### src/hdl/arqsws_pkg.sv
// ----------------------------------------------------------------------------
// ARQ sliding-window sender package
// Field widths, codes, result beat type and parameter defaults used by the
// sender.
// ----------------------------------------------------------------------------
`default_nettype none

package arqsws_pkg;

  // Parameter defaults
  localparam int MAX_WINDOW_DEF  = 8;
  localparam int QUEUE_DEPTH_DEF = 16;

  // Field widths
  localparam int KIND_W    = 2;
  localparam int HANDLE_W  = 8;
  localparam int LENGTH_W  = 10;
  localparam int SEQ_W     = 32;
  localparam int ACTION_W  = 3;
  localparam int STATUS_W  = 2;
  localparam int WSIZE_W   = 4;
  localparam int CFG_IDX_W = 2;
  localparam int ENTRY_W   = HANDLE_W + LENGTH_W;

  // Register reset values
  localparam logic [WSIZE_W-1:0] WINDOW_SIZE_RST = 4'd4;
  localparam logic               RESEND_ALL_RST  = 1'b1;

  // Input kinds
  typedef enum logic [KIND_W-1:0] {
    KIND_SEND    = 2'd0,
    KIND_RXACK   = 2'd1,
    KIND_TIMEOUT = 2'd2,
    KIND_UNKNOWN = 2'd3
  } kind_e;

  // Result actions
  typedef enum logic [ACTION_W-1:0] {
    ACT_SEND_NEW = 3'd0,
    ACT_RESEND   = 3'd1,
    ACT_ACK_SEND = 3'd2,
    ACT_WAIT     = 3'd3,
    ACT_DISMISS  = 3'd4,
    ACT_ACKED    = 3'd5,
    ACT_NONE     = 3'd6
  } action_e;

  // Result status
  typedef enum logic [STATUS_W-1:0] {
    ST_OK       = 2'd0,
    ST_OUTSIDE  = 2'd1,
    ST_UNKNOWN  = 2'd2,
    ST_OVERFLOW = 2'd3
  } status_e;

  // Configuration register indexes
  typedef enum logic [CFG_IDX_W-1:0] {
    CFG_WINDOW_SIZE = 2'd0,
    CFG_RESEND_ALL  = 2'd1
  } cfg_idx_e;

  // One result beat
  typedef struct packed {
    action_e               action;
    logic [HANDLE_W-1:0]   handle;
    logic [LENGTH_W-1:0]   length;
    logic [SEQ_W-1:0]      seq;
    status_e               status;
    logic                  last;
  } result_t;

endpackage : arqsws_pkg

`default_nettype wire

### src/hdl/arqsws_ram.sv
// ----------------------------------------------------------------------------
// Generic single-write, single-read RAM
// One write port and one read port; read data registered and held while no
// read is enabled.
// ----------------------------------------------------------------------------
`default_nettype none

module arqsws_ram #(
  parameter int WIDTH = 8,
  parameter int DEPTH = 8,
  localparam int AW = (DEPTH > 1) ? $clog2(DEPTH) : 1
) (
  input  wire logic             clk_i,
  input  wire logic             we_i,
  input  wire logic [AW-1:0]    waddr_i,
  input  wire logic [WIDTH-1:0] wdata_i,
  input  wire logic             re_i,
  input  wire logic [AW-1:0]    raddr_i,
  output logic      [WIDTH-1:0] rdata_o
);

  logic [WIDTH-1:0] mem [DEPTH];

  // write port
  always_ff @(posedge clk_i) begin
    if (we_i) begin
      mem[waddr_i] <= wdata_i;
    end
  end

  // registered read port
  always_ff @(posedge clk_i) begin
    if (re_i) begin
      rdata_o <= mem[raddr_i];
    end
  end

endmodule : arqsws_ram

`default_nettype wire

### src/hdl/arq_sliding_window_sender.sv
// ----------------------------------------------------------------------------
// ARQ sliding-window sender
// Sending side of a stop-and-wait / go-back-N / selective-repeat window.
// Frames sit in a slot RAM used as a ring of MAX_WINDOW places; requests that
// find the window full wait in a FIFO held in a second RAM.
// ----------------------------------------------------------------------------
//  channel  | dir | handshake                  | payload
//  ---------+-----+----------------------------+-------------------------------
//  in       | in  | in_valid_i / in_stall_o    | kind, frame_handle,
//           |     |                            | frame_length, seq_number, is_nak
//  out      | out | out_valid_o / out_stall_i  | action, out_handle, out_length,
//           |     |                            | out_seq, status, last
//  cfg      | in  | cfg_valid_i / cfg_ready_o  | cfg_index_i, cfg_data_i
//
//  One item at a time. Single-result items pass the accept and decide steps.
//  Resends and ACK walks give n result beats, n <= MAX_WINDOW: one beat a
//  cycle when not stalled, paced by the read port of the slot or wait-queue RAM.
//  Reset clears the window and queue pointers; the RAMs need no clearing pass.
//  A stall on the output holds the walk in place; the result register keeps
//  its beat until taken.
// ----------------------------------------------------------------------------
`default_nettype none

module arq_sliding_window_sender #(
  parameter int MAX_WINDOW  = arqsws_pkg::MAX_WINDOW_DEF,
  parameter int QUEUE_DEPTH = arqsws_pkg::QUEUE_DEPTH_DEF
) (
  input  wire logic                              clk_i,
  input  wire logic                              rst_ni,
  // configuration
  input  wire logic                              cfg_valid_i,
  output logic                                   cfg_ready_o,
  input  wire logic [arqsws_pkg::CFG_IDX_W-1:0]  cfg_index_i,
  input  wire logic [arqsws_pkg::WSIZE_W-1:0]    cfg_data_i,
  // input items
  input  wire logic                              in_valid_i,
  output logic                                   in_stall_o,
  input  wire logic [arqsws_pkg::KIND_W-1:0]     kind_i,
  input  wire logic [arqsws_pkg::HANDLE_W-1:0]   frame_handle_i,
  input  wire logic [arqsws_pkg::LENGTH_W-1:0]   frame_length_i,
  input  wire logic [arqsws_pkg::SEQ_W-1:0]      seq_number_i,
  input  wire logic                              is_nak_i,
  // results
  output logic                                   out_valid_o,
  input  wire logic                              out_stall_i,
  output logic [arqsws_pkg::ACTION_W-1:0]        action_o,
  output logic [arqsws_pkg::HANDLE_W-1:0]        out_handle_o,
  output logic [arqsws_pkg::LENGTH_W-1:0]        out_length_o,
  output logic [arqsws_pkg::SEQ_W-1:0]           out_seq_o,
  output logic [arqsws_pkg::STATUS_W-1:0]        status_o,
  output logic                                   last_o
);

  import arqsws_pkg::*;

  localparam int SW  = (MAX_WINDOW > 1) ? $clog2(MAX_WINDOW) : 1;   // slot index
  localparam int CW  = $clog2(MAX_WINDOW + 1);                      // outstanding count
  localparam int QW  = (QUEUE_DEPTH > 1) ? $clog2(QUEUE_DEPTH) : 1; // queue index
  localparam int QCW = $clog2(QUEUE_DEPTH + 1);                     // queue fill

  typedef enum logic [3:0] {
    S_IDLE   = 4'b0001,
    S_DECIDE = 4'b0010,
    S_RESEND = 4'b0100,
    S_ACK    = 4'b1000
  } state_e;

  // slot index helpers (MAX_WINDOW need not be a power of two)
  function automatic logic [SW-1:0] slot_inc(input logic [SW-1:0] s);
    return (32'(s) == MAX_WINDOW - 1) ? '0 : s + 1'b1;
  endfunction

  function automatic logic [SW-1:0] slot_add(input logic [SW-1:0] b,
                                             input logic [SW-1:0] o);
    logic [SW:0] sum;
    sum = {1'b0, b} + {1'b0, o};
    if (sum >= (SW+1)'(MAX_WINDOW)) begin
      sum = sum - (SW+1)'(MAX_WINDOW);
    end
    return sum[SW-1:0];
  endfunction

  function automatic logic [QW-1:0] q_inc(input logic [QW-1:0] p);
    return (32'(p) == QUEUE_DEPTH - 1) ? '0 : p + 1'b1;
  endfunction

  // --------------------------------------------------------------------------
  // State
  // --------------------------------------------------------------------------
  state_e                state_q, state_d;
  logic [WSIZE_W-1:0]    window_size_q;
  logic                  resend_all_q;
  logic [SEQ_W-1:0]      window_lower_q, window_lower_d;
  logic [SEQ_W-1:0]      window_upper_q, window_upper_d;
  logic [SW-1:0]         lower_slot_q, lower_slot_d;
  logic [SW-1:0]         upper_slot_q, upper_slot_d;
  logic [CW-1:0]         out_cnt_q, out_cnt_d;
  logic [QW-1:0]         wait_head_q, wait_head_d;
  logic [QW-1:0]         wait_tail_q, wait_tail_d;
  logic [QCW-1:0]        wait_count_q, wait_count_d;
  logic [CW-1:0]         walk_cnt_q, walk_cnt_d;
  logic [SW-1:0]         walk_slot_q, walk_slot_d;
  logic [SEQ_W-1:0]      walk_seq_q, walk_seq_d;
  logic                  out_valid_q;
  result_t               out_q, res_d;

  // captured item
  kind_e                 kind_q;
  logic [HANDLE_W-1:0]   handle_q;
  logic [LENGTH_W-1:0]   length_q;
  logic [SEQ_W-1:0]      num_q;
  logic                  nak_q;
  logic [SEQ_W-1:0]      dnum_q;   // received number minus window_lower

  // RAM ports
  logic                  slot_we, slot_re;
  logic [SW-1:0]         slot_waddr, slot_raddr;
  logic [ENTRY_W-1:0]    slot_wdata, slot_rdata;
  logic                  q_we, q_re;
  logic [QW-1:0]         q_waddr, q_raddr;
  logic [ENTRY_W-1:0]    q_wdata, q_rdata;

  logic                  in_fire, can_emit, emit;
  logic [CW-1:0]         eff_win;
  logic                  in_win;
  logic [SW-1:0]         sel_slot;
  logic                  go_dismiss, go_all, go_one, go_ack;

  assign in_stall_o  = (state_q != S_IDLE);
  assign in_fire     = in_valid_i && !in_stall_o;
  assign can_emit    = !out_valid_q || !out_stall_i;
  assign cfg_ready_o = 1'b1;

  // effective window: 0 acts as 1, clipped at MAX_WINDOW
  always_comb begin
    if (window_size_q == '0) begin
      eff_win = CW'(1);
    end else if (32'(window_size_q) > MAX_WINDOW) begin
      eff_win = CW'(MAX_WINDOW);
    end else begin
      eff_win = CW'(window_size_q);
    end
  end

  // window test and slot of the named frame
  assign in_win   = (dnum_q != '0) && (dnum_q <= SEQ_W'(out_cnt_q));
  assign sel_slot = slot_add(lower_slot_q, SW'(dnum_q - 32'd1));

  // --------------------------------------------------------------------------
  // Storage
  // --------------------------------------------------------------------------
  arqsws_ram #(
    .WIDTH (ENTRY_W),
    .DEPTH (MAX_WINDOW)
  ) u_slot_ram (
    .clk_i   (clk_i),
    .we_i    (slot_we),
    .waddr_i (slot_waddr),
    .wdata_i (slot_wdata),
    .re_i    (slot_re),
    .raddr_i (slot_raddr),
    .rdata_o (slot_rdata)
  );

  arqsws_ram #(
    .WIDTH (ENTRY_W),
    .DEPTH (QUEUE_DEPTH)
  ) u_wait_ram (
    .clk_i   (clk_i),
    .we_i    (q_we),
    .waddr_i (q_waddr),
    .wdata_i (q_wdata),
    .re_i    (q_re),
    .raddr_i (q_raddr),
    .rdata_o (q_rdata)
  );

  // --------------------------------------------------------------------------
  // Sequencer
  // --------------------------------------------------------------------------
  always_comb begin
    state_d        = state_q;
    window_lower_d = window_lower_q;
    window_upper_d = window_upper_q;
    lower_slot_d   = lower_slot_q;
    upper_slot_d   = upper_slot_q;
    out_cnt_d      = out_cnt_q;
    wait_head_d    = wait_head_q;
    wait_tail_d    = wait_tail_q;
    wait_count_d   = wait_count_q;
    walk_cnt_d     = walk_cnt_q;
    walk_slot_d    = walk_slot_q;
    walk_seq_d     = walk_seq_q;
    emit           = 1'b0;
    res_d          = '{action: ACT_NONE, handle: '0, length: '0, seq: '0,
                       status: ST_OK, last: 1'b1};
    slot_we        = 1'b0;
    slot_waddr     = upper_slot_q;
    slot_wdata     = {handle_q, length_q};
    slot_re        = 1'b0;
    slot_raddr     = lower_slot_q;
    q_we           = 1'b0;
    q_waddr        = wait_tail_q;
    q_wdata        = {handle_q, length_q};
    q_re           = 1'b0;
    q_raddr        = wait_head_q;
    go_dismiss     = 1'b0;
    go_all         = 1'b0;
    go_one         = 1'b0;
    go_ack         = 1'b0;

    unique case (state_q)
      S_IDLE: begin
        if (in_fire) begin
          state_d = S_DECIDE;
        end
      end

      S_DECIDE: begin
        unique case (kind_q)
          KIND_SEND: begin
            res_d.handle = handle_q;
            res_d.length = length_q;
            if (out_cnt_q < eff_win) begin
              // room in the window: store and send
              res_d.action = ACT_SEND_NEW;
              res_d.seq    = window_upper_q + 32'd1;
              if (can_emit) begin
                slot_we        = 1'b1;
                window_upper_d = window_upper_q + 32'd1;
                upper_slot_d   = slot_inc(upper_slot_q);
                out_cnt_d      = out_cnt_q + 1'b1;
              end
            end else if (32'(wait_count_q) < QUEUE_DEPTH) begin
              // park in the wait queue
              res_d.action = ACT_WAIT;
              if (can_emit) begin
                q_we         = 1'b1;
                wait_tail_d  = q_inc(wait_tail_q);
                wait_count_d = wait_count_q + 1'b1;
              end
            end else begin
              res_d.status = ST_OVERFLOW;
            end
            if (can_emit) begin
              emit    = 1'b1;
              state_d = S_IDLE;
            end
          end
          KIND_RXACK: begin
            if (!in_win) begin
              go_dismiss = 1'b1;
            end else if (nak_q) begin
              go_all = resend_all_q;
              go_one = !resend_all_q;
            end else begin
              go_ack = 1'b1;
            end
          end
          KIND_TIMEOUT: begin
            if (resend_all_q) begin
              go_all = 1'b1;
            end else if (in_win) begin
              go_one = 1'b1;
            end else begin
              go_dismiss = 1'b1;
            end
          end
          KIND_UNKNOWN: begin
            res_d.status = ST_UNKNOWN;
            if (can_emit) begin
              emit    = 1'b1;
              state_d = S_IDLE;
            end
          end
          default: begin
            state_d = S_IDLE;
          end
        endcase

        // received number outside the window
        if (go_dismiss) begin
          res_d.action = ACT_DISMISS;
          res_d.seq    = num_q;
          res_d.status = ST_OUTSIDE;
          if (can_emit) begin
            emit    = 1'b1;
            state_d = S_IDLE;
          end
        end

        // whole-window resend; an empty window gives a single none beat
        if (go_all) begin
          if (out_cnt_q == '0) begin
            if (can_emit) begin
              emit    = 1'b1;
              state_d = S_IDLE;
            end
          end else begin
            slot_re     = 1'b1;
            slot_raddr  = lower_slot_q;
            walk_slot_d = lower_slot_q;
            walk_cnt_d  = out_cnt_q;
            walk_seq_d  = window_lower_q + 32'd1;
            state_d     = S_RESEND;
          end
        end

        // resend of the named frame only
        if (go_one) begin
          slot_re     = 1'b1;
          slot_raddr  = sel_slot;
          walk_slot_d = sel_slot;
          walk_cnt_d  = CW'(1);
          walk_seq_d  = num_q;
          state_d     = S_RESEND;
        end

        // ACK: prefetch the queue head and walk up to the number
        if (go_ack) begin
          q_re       = 1'b1;
          q_raddr    = wait_head_q;
          walk_cnt_d = CW'(dnum_q);
          state_d    = S_ACK;
        end
      end

      S_RESEND: begin
        res_d.action = ACT_RESEND;
        res_d.handle = slot_rdata[ENTRY_W-1:LENGTH_W];
        res_d.length = slot_rdata[LENGTH_W-1:0];
        res_d.seq    = walk_seq_q;
        res_d.last   = (walk_cnt_q == CW'(1));
        if (can_emit) begin
          emit        = 1'b1;
          slot_re     = 1'b1;
          slot_raddr  = slot_inc(walk_slot_q);
          walk_slot_d = slot_inc(walk_slot_q);
          walk_cnt_d  = walk_cnt_q - 1'b1;
          walk_seq_d  = walk_seq_q + 32'd1;
          if (walk_cnt_q == CW'(1)) begin
            state_d = S_IDLE;
          end
        end
      end

      S_ACK: begin
        res_d.last = (walk_cnt_q == CW'(1));
        if (wait_count_q != '0) begin
          res_d.action = ACT_ACK_SEND;
          res_d.handle = q_rdata[ENTRY_W-1:LENGTH_W];
          res_d.length = q_rdata[LENGTH_W-1:0];
          res_d.seq    = window_upper_q + 32'd1;
        end else begin
          res_d.action = ACT_ACKED;
          res_d.seq    = window_lower_q + 32'd1;
        end
        if (can_emit) begin
          emit           = 1'b1;
          window_lower_d = window_lower_q + 32'd1;
          lower_slot_d   = slot_inc(lower_slot_q);
          walk_cnt_d     = walk_cnt_q - 1'b1;
          if (wait_count_q != '0) begin
            // freed place goes to the queued frame
            slot_we        = 1'b1;
            slot_waddr     = upper_slot_q;
            slot_wdata     = q_rdata;
            window_upper_d = window_upper_q + 32'd1;
            upper_slot_d   = slot_inc(upper_slot_q);
            wait_head_d    = q_inc(wait_head_q);
            wait_count_d   = wait_count_q - 1'b1;
            q_re           = 1'b1;
            q_raddr        = q_inc(wait_head_q);
          end else begin
            out_cnt_d = out_cnt_q - 1'b1;
          end
          if (walk_cnt_q == CW'(1)) begin
            state_d = S_IDLE;
          end
        end
      end

      default: begin
        state_d = S_IDLE;
      end
    endcase
  end

  // --------------------------------------------------------------------------
  // Control registers
  // --------------------------------------------------------------------------
  always_ff @(posedge clk_i or negedge rst_ni) begin
    if (!rst_ni) begin
      state_q        <= S_IDLE;
      window_size_q  <= WINDOW_SIZE_RST;
      resend_all_q   <= RESEND_ALL_RST;
      window_lower_q <= '0;
      window_upper_q <= '0;
      lower_slot_q   <= '0;
      upper_slot_q   <= '0;
      out_cnt_q      <= '0;
      wait_head_q    <= '0;
      wait_tail_q    <= '0;
      wait_count_q   <= '0;
      walk_cnt_q     <= '0;
      walk_slot_q    <= '0;
      out_valid_q    <= 1'b0;
    end else begin
      state_q        <= state_d;
      window_lower_q <= window_lower_d;
      window_upper_q <= window_upper_d;
      lower_slot_q   <= lower_slot_d;
      upper_slot_q   <= upper_slot_d;
      out_cnt_q      <= out_cnt_d;
      wait_head_q    <= wait_head_d;
      wait_tail_q    <= wait_tail_d;
      wait_count_q   <= wait_count_d;
      walk_cnt_q     <= walk_cnt_d;
      walk_slot_q    <= walk_slot_d;
      // result beat valid
      if (emit) begin
        out_valid_q <= 1'b1;
      end else if (!out_stall_i) begin
        out_valid_q <= 1'b0;
      end
      // configuration write
      if (cfg_valid_i && cfg_ready_o) begin
        unique case (cfg_idx_e'(cfg_index_i))
          CFG_WINDOW_SIZE: window_size_q <= cfg_data_i;
          CFG_RESEND_ALL:  resend_all_q  <= cfg_data_i[0];
          default: ;
        endcase
      end
    end
  end

  // --------------------------------------------------------------------------
  // Payload registers
  // --------------------------------------------------------------------------
  always_ff @(posedge clk_i) begin
    if (in_fire) begin
      kind_q   <= kind_e'(kind_i);
      handle_q <= frame_handle_i;
      length_q <= frame_length_i;
      num_q    <= seq_number_i;
      nak_q    <= is_nak_i;
      dnum_q   <= seq_number_i - window_lower_q;
    end
    walk_seq_q <= walk_seq_d;
    if (emit) begin
      out_q <= res_d;
    end
  end

  assign out_valid_o  = out_valid_q;
  assign action_o     = out_q.action;
  assign out_handle_o = out_q.handle;
  assign out_length_o = out_q.length;
  assign out_seq_o    = out_q.seq;
  assign status_o     = out_q.status;
  assign last_o       = out_q.last;

  // --------------------------------------------------------------------------
  // Assertions
  // --------------------------------------------------------------------------
  a_outcnt_range: assert property (@(posedge clk_i) disable iff (!rst_ni)
    32'(out_cnt_q) <= MAX_WINDOW)
    else $error("outstanding count above MAX_WINDOW");

  a_outcnt_track: assert property (@(posedge clk_i) disable iff (!rst_ni)
    SEQ_W'(out_cnt_q) == (window_upper_q - window_lower_q))
    else $error("outstanding count out of step with window edges");

  a_wait_range: assert property (@(posedge clk_i) disable iff (!rst_ni)
    32'(wait_count_q) <= QUEUE_DEPTH)
    else $error("wait queue fill above depth");

  a_last_idle: assert property (@(posedge clk_i) disable iff (!rst_ni)
    (emit && res_d.last) |=> (state_q == S_IDLE))
    else $error("final beat loaded but sequencer not back to idle");

  a_walk_quiet: assert property (@(posedge clk_i) disable iff (!rst_ni)
    (state_q == S_ACK) |-> !q_we)
    else $error("wait queue written during an ACK walk");

endmodule : arq_sliding_window_sender

`default_nettype wire
### config.mk
export PLATFORM = sky130hd
export DESIGN_NAME = arq_sliding_window_sender
export DESIGN_NICKNAME = d
export VERILOG_FILES = /design/src/hdl/arqsws_pkg.sv /design/src/hdl/arqsws_ram.sv /design/src/hdl/arq_sliding_window_sender.sv
export SDC_FILE = /design/constraint.sdc
export NUM_CORES = 1
export LEC_CHECK = 0
export BUFFER_PORTS_ARGS = -buffer_cell sky130_fd_sc_hd__buf_2
export CAP_MARGIN = 20
export CORE_MARGIN = 10
export CORE_UTILIZATION = 55
export DETAILED_ROUTE_END_ITERATION = 10
export PLACE_DENSITY_LB_ADDON = 0.12
export SETUP_SLACK_MARGIN = 0.3
export SYNTH_ARGS = -nofsm -noshare
export SYNTH_HDL_FRONTEND = slang
export SYNTH_SLANG_ARGS = --single-unit
### constraint.sdc
create_clock -name clk_i -period 5.5 [get_ports clk_i]
set_input_delay 0.55 -clock clk_i [delete_from_list [all_inputs] [get_ports clk_i]]
set_output_delay 0.55 -clock clk_i [all_outputs]
set_load 0.05 [all_outputs]
==> results of run 1 <==
state kept, by name (all words and copies together), names as in the netlist, 4 cells and up:
register / count
window_upper_q: 32
handle_q: 8
q_waddr: 4
walk_seq_q: 32
window_lower_q: 32
state_q: 4
out_handle_o: 8
u_slot_ram.rdata_o: 18
u_wait_ram.rdata_o: 18
out_seq_o: 32
window_size_q: 4
out_cnt_q: 4
u_slot_ram.mem: 144
dnum_q: 32
walk_cnt_q: 4
num_q: 32
out_length_o: 10
length_q: 10
wait_head_q: 4
wait_count_q: 5
u_wait_ram.mem: 288
area by class of cell:
cell class / instances / area, um2
multi-input cells: 1836 / 11540
fillers: 4732 / 22920
well taps: 837 / 1047
repair buffers: 189 / 1296
clock inverters: 46 / 519.2
inverters: 98 / 371.6
clock buffers: 95 / 2046
flip-flops and latches: 745 / 21850
per-stage QoR:
stage          worst slack [ns]  utilization  instance area [um2]  std cells  power (uW)
2_1_floorplan             1.129            -                34210       2822        7749
3_3_place_gp              1.348       0.5840                35970       3698        8254
3_5_place_dp              1.324       0.5861                36100       3704        8304
4_1_cts                   1.321       0.6277                38660       3845       13550
5_1_grt                  0.9935       0.6279                38680       3846       13940
6_report                  1.272       0.6279                38680       3846       13490
power by group:
group | switching (uW) | internal (uW)
clock | 2240 | 3050
combinational | 909 | 384
sequential | 304 | 6610
total | 3450 | 10000
logic make-up after synthesis:
family	count (synthesis)
multiplexers	59
AO/OA/AOI/OAI	466
buffers and inverters	241
adder cells (fa/ha/maj)	70
flip-flops	745
other	1
XOR/XNOR	191
AND/OR/NAND/NOR	1049
metal layers:
| metal | up-vias | part of all wire | wire [um] |
|---|---|---|---|
| li1 | 10730 | - | - |
| met1 | 11570 | 0.41 | 37270 |
| met2 | 1071 | 0.47 | 43040 |
| met3 | 178 | 0.085 | 7761 |
| met4 | 0 | 0.039 | 3539 |
| met5 | - | 0 | 0 |
layout by cell type, fill, tap and decap left out, types with 36 or more instances in the layout:
master,n
edfxtp_1,641
nand2_1,452
nand3_1,184
xnor2_1,143
buf_2,120
and3_1,114
nor2_1,109
dfrtp_1,101
inv_1,92
a21oi_1,88
a211oi_1,81
clkbuf_16,78
o21ai_0,73
ha_1,66
buf_4,55
xor2_1,47
nor3_1,43
a311oi_1,36
how the worst min path moves through the flow:
stage / to / slack, ns / depth (start not counted)
after floorplan: lower_slot_q[0] / 0.25 / 0
after global placement: window_upper_q[31] / 0.48 / 1
after detailed placement: window_upper_q[31] / 0.48 / 1
after CTS: window_size_q[3] / 0.02 / 1
after global routing: window_size_q[1] / 0.06 / 1
final: window_size_q[1] / 0.007 / 1
==> reports/metrics.yaml, run 1 <==
outcome:
  status: "complete, no violations"
placed_design:
  gp_congestion: 0.8653
  io_buffer_count: 121
  dp_hpwl_um: 59570
drt:
  drtPass1Iterations: 7
  drcViolationCount: 0
  vias: 23550
  avgRoutedWirePerCell_um: 23.82
  totalWireLength_um: 91620
  drtIter0Drc: 2558
  viasPerCell: 6.122
  ant_nets: 0
worst_setup_path:
  critPathMaxFanout: 48
  cp.arrival_ns: 4.62
  cpPeakStageDelay_ns: 0.53
  worst-path-stages: 13
  path_class: "register to register"
  critical_path_buf_inv_count: 3
  reg2reg_slack_ns: 1.27
  startpoint_type: "register"
  reg2reg_depth: 13
  cp_slowest_cell: "buf_4"
  crit_start: "out_cnt_q[1]"
  crit_required_ns: 5.89
  r2r_start: "out_cnt_q[1]"
  cp_top_family: "simple AND/OR/NAND/NOR gates"
  crit_path_end_kind: "register"
  r2r-end: "u_slot_ram.rdata_o[13]"
  setup.worst_path.end: "u_slot_ram.rdata_o[13]"
  path_cells: "inv_1 -> ha_1 -> nor2b_1 -> o21a_1 -> o21a_1 -> o21ai_0 -> buf_4 -> nand4_1 -> mux2i_4 -> nand2_2 -> buf_4 -> a211oi_1 -> nor4_1"
synthesis:
  synth_edf_count: 641
  synthMuxAreaShare: 0.01895
  syn_nets: 2956
  synth_simple_gate_area_frac: 0.1444
  synthAdderAreaFrac: 0.02648
  synth_seq_area_share: 0.6389
  synth_cells: 2822
  synth_ff_type: "edfxtp_1"
  synth_compound_area_frac: 0.09415
  yosys-top-cells-area: "edfxtp_1, dfrtp_1, nand2_1"
  synth_top_family_by_area: "simple AND/OR/NAND/NOR gates"
  yosysMostFrequentCell: "edfxtp_1"
  synth_area_um2: 34210
  synth_seq_cells: 745
  synth.top_cell.area_share: 0.5627
  ys.warnings.count: 0
  synth_cell_type_count: 78
  synth_common_cells: "edfxtp_1, nand2_1, nand3_1, xnor2_1, and3_1"
  async_flop_share: 0.1396
  synth_top_area_cell: "edfxtp_1"
  yosys.area_share.xor_xnor: 0.04890
  syn_avg_cell_area_um2: 12.12
min_path:
  hp-class: "input port to asynchronous set/reset pin"
floorplanning:
  ios: 123
  coreArea_um2: 61600
  rows: 91
  dieHeight_um: 269.4
  die_area_um2: 72570
  die_w_um: 269.4
  start_util: 0.5553
grt:
  grt_max_degree: 145
  grt.met2_usage: 0.3915
  gr-max-usage-layer: "met2"
  antenna_found_initial: 0
  use_met1: 0.3259
  grt_pass1_wl_um: 138800
  use_met3: 0.04904
  globalRouteTotalUtil: 0.2458
  grt_overflow: 0
  grt_pass1_vias: 22890
sta:
  finalClockSkew_ns: 0.05870
  fmax_mhz: 236.5
  worst_pin_slew_ns: 1.123
  relSlewSlack: 0.2510
  hold_viol: 0
  drv_slew: 0
  rsz0062_at_grt: "false"
  setup_viol: 0
  fin_crit_ns: 4.228
  whs_ns: 0.006689
  post-route-period-util: 0.7688
  final.setup.tns_ns: 0
clock_network:
  numCtsBuffers: 78
  clk_pin_slew_ns: 0.06
  cts_buffer_depth: 3
  cts-root-buf: "clkbuf_16"
  cts_htree_levels: 3
  cts_hold_buffers: 0
  cts_resized: 0
  cts_setup_buffers: 0
  cts_tree: "built"
  cts_sinks: 745
  clk_latency_ns: 0.65
pwr:
  p_leak_uw: 0.01420
  power.density_nw_per_um2: 348.9
  irDropWorstVdd_mv: 0.3823
finish:
  nets: 3082
  drive_above_1_share: 0.1250
  diodes: 0
  areaGrowthSynthToFinish_pct: 13.07
flow_run:
  drv_cap: 0
No activity file was read; power rests on OpenSTA's default activity.
==> run 2: changes to the inputs <==
==> constraint.sdc (replaced) <==
create_clock -name clk_i -period 3.5 [get_ports clk_i]
set_input_delay 0.35 -clock clk_i [delete_from_list [all_inputs] [get_ports clk_i]]
set_output_delay 0.35 -clock clk_i [all_outputs]
set_load 0.05 [all_outputs]
==> reports/metrics.yaml, run 2 (synthesized netlist as in run 1, its figures left out) <==
outcome:
  status: "complete, no violations"
sta:
  post-route-period-util: 0.9063  # +0.1375
  fin_crit_ns: 3.172  # -1.056 ns
  relSlewSlack: 0.4727  # +0.2217
  drv_slew: 0  # unchanged
  fmax_mhz: 315.2  # +33%
  worst_pin_slew_ns: 0.7909  # -0.3325 ns
  rsz0062_at_grt: "true"
  setup_viol: 0  # unchanged
  finalClockSkew_ns: 0.03505  # -0.02366 ns
  hold_viol: 0  # unchanged
grt:
  grt_overflow: 0  # unchanged
  grt_pass1_vias: 23790  # +3.9%
  grt_pass1_wl_um: 142300  # +2.6%
  grt_max_degree: 88  # -39%
  antenna_found_initial: 1  # +1
  globalRouteTotalUtil: 0.2509  # +0.005094
floorplanning:
  dieHeight_um: 269.4  # unchanged
  ios: 123  # unchanged
  die_area_um2: 72570  # unchanged
  coreArea_um2: 61600  # unchanged
  rows: 91  # unchanged
  start_util: 0.5553  # unchanged
  die_w_um: 269.4  # unchanged
finish:
  fin_util: 0.6706  # +0.04266
  multiInputGateArea_um2: 12120  # +5.0%
  largest_register: "u_wait_ram.mem"
  diodes: 0  # unchanged
  seq_area_um2: 21860  # about the same
  mostFrequentLayoutCell: "edfxtp_1"
  fillers: 4425  # -6.5%
  final_cell_mix: "edfxtp_1, nand2_1, nand3_1"
  drive_above_1_share: 0.1794  # +0.05442
  areaGrowthSynthToFinish_pct: 20.75
  nets: 3236  # +5.0%
  reg_top3: "u_wait_ram.mem (288), u_slot_ram.mem (144)"
  largest_reg_flops: 288  # unchanged
  design_area_um2: 41310  # +6.8%
worst_setup_path:
  cp_slowest_cell: "a2111oi_4"
  startpoint_type: "register"
  crit_required_ns: 3.94  # -1.95 ns
  cp_top_family: "compound AO/OA/AOI/OAI gates"
  critPathMaxFanout: 18  # -63%
  cpPeakStageDelay_ns: 0.45  # -0.08 ns
  critical_path_buf_inv_count: 2  # -1
  crit_path_end_kind: "register"
  cp.arrival_ns: 3.61  # -1.01 ns
  path_cells: "nor4_2 -> nand2_1 -> a2111oi_4 -> buf_6 -> a21boi_0 -> o21a_1 -> o21ai_2 -> buf_4 -> a211oi_1 -> nor4_1"
  path_class: "register to register"
clock_network:
  cts_htree_levels: 3  # unchanged
  cts_buffer_depth: 3  # unchanged
  cts-root-buf: "clkbuf_16"
  cts_tree: "built"
  clk_latency_ns: 0.65  # about the same
  numCtsBuffers: 79  # +1.3%
  clk_pin_slew_ns: 0.06  # about the same
  cts_sinks: 745  # unchanged
pwr:
  irDropWorstVdd_mv: 0.5853  # +53%
  p_leak_uw: 0.01528  # +7.6%
  power.density_nw_per_um2: 523.1  # +50%
drt:
  viasPerCell: 6.107  # -0.25%
  totalWireLength_um: 97070  # +5.9%
  avgRoutedWirePerCell_um: 24.28  # +1.9%
  drcViolationCount: 0  # unchanged
  drtPass1Iterations: 7  # unchanged
  vias: 24420  # +3.7%
  ant_nets: 0  # unchanged
  drtIter0Drc: 2659  # +3.9%
placed_design:
  dp_hpwl_um: 59990  # +0.71%
  io_buffer_count: 121  # unchanged
  place_area_um2: 36890  # +2.2%
  gp_congestion: 0.8965  # +3.6%
min_path:
  hp-class: "input port to register"
flow_run:
  drv_cap: 0  # unchanged
run 2: layout make-up:
class,count,area share
tap,837,0.02535
clock inverter,37,0.01169
clock buffer,103,0.05249
timing repair buffer,339,0.07869
multi-input combinational,1839,0.2935
sequential,745,0.5292
inverter,98,0.009087
run 2: timing repair:
action,CTS,global route
cloned,3,20
setup buffers,6,8
pin swaps,5,14
gates resized for setup,23,97
hold buffers,58,0
setup endpoints to repair,182,518
hold endpoints to repair,110,0
run 2: worst paths after layout:
check                                    from                     end  slack (ns)  cells after the start
max                                dnum_q[21]  u_slot_ram.rdata_o[16]        0.33                     10
min                            cfg_index_i[1]        window_size_q[3]        0.08                      3
max reg2reg                        dnum_q[21]  u_slot_ram.rdata_o[16]        0.33                     10
min reg2reg                window_upper_q[31]      window_upper_q[31]        0.49                      1
max in group asynchronous              rst_ni      window_lower_q[27]        2.34                      3
min in group asynchronous              rst_ni        window_size_q[1]        0.37                      2
run 2: per-layer routing:
layer | wire length (um) | GRT usage | share of wire
met1 | 39710 | 0.3342 | 0.41
met4 | 3118 | 0.09240 | 0.032
met3 | 7617 | 0.04142 | 0.078
met5 | 11 | 0 | 0.00011
met2 | 46610 | 0.4108 | 0.48
run 2: stage by stage:
stage / TNS (ns) / setup WS, ns / hold slack [ns] / total power (uW) / cells
6_report: 0 / 0.3278 / 0.08126 / 21610 / 3998
3_5_place_dp: -0.08903 / -0.04143 / 0.4766 / 13130 / 3763
3_3_place_gp: 0 / 0.09001 / 0.4770 / 13060 / 3763
4_1_cts: 0 / 0.2580 / 0.05617 / 21650 / 3970
2_1_floorplan: -0.2542 / -0.01412 / 0.05441 / 12220 / 2822
5_1_grt: 0 / 0.2056 / 0.05501 / 22320 / 3998
run 2: tightest hold or removal path, stage by stage:
cell and delay [ns]:
buf_2 0.08, nor3b_1 0.09, o21ai_0 0.15
run 2: where the power goes:
part	internal [uW]	switching, uW	total (uW)
registers	10400	462	10800
logic	740	1510	2250
clock network	4990	3530	8520
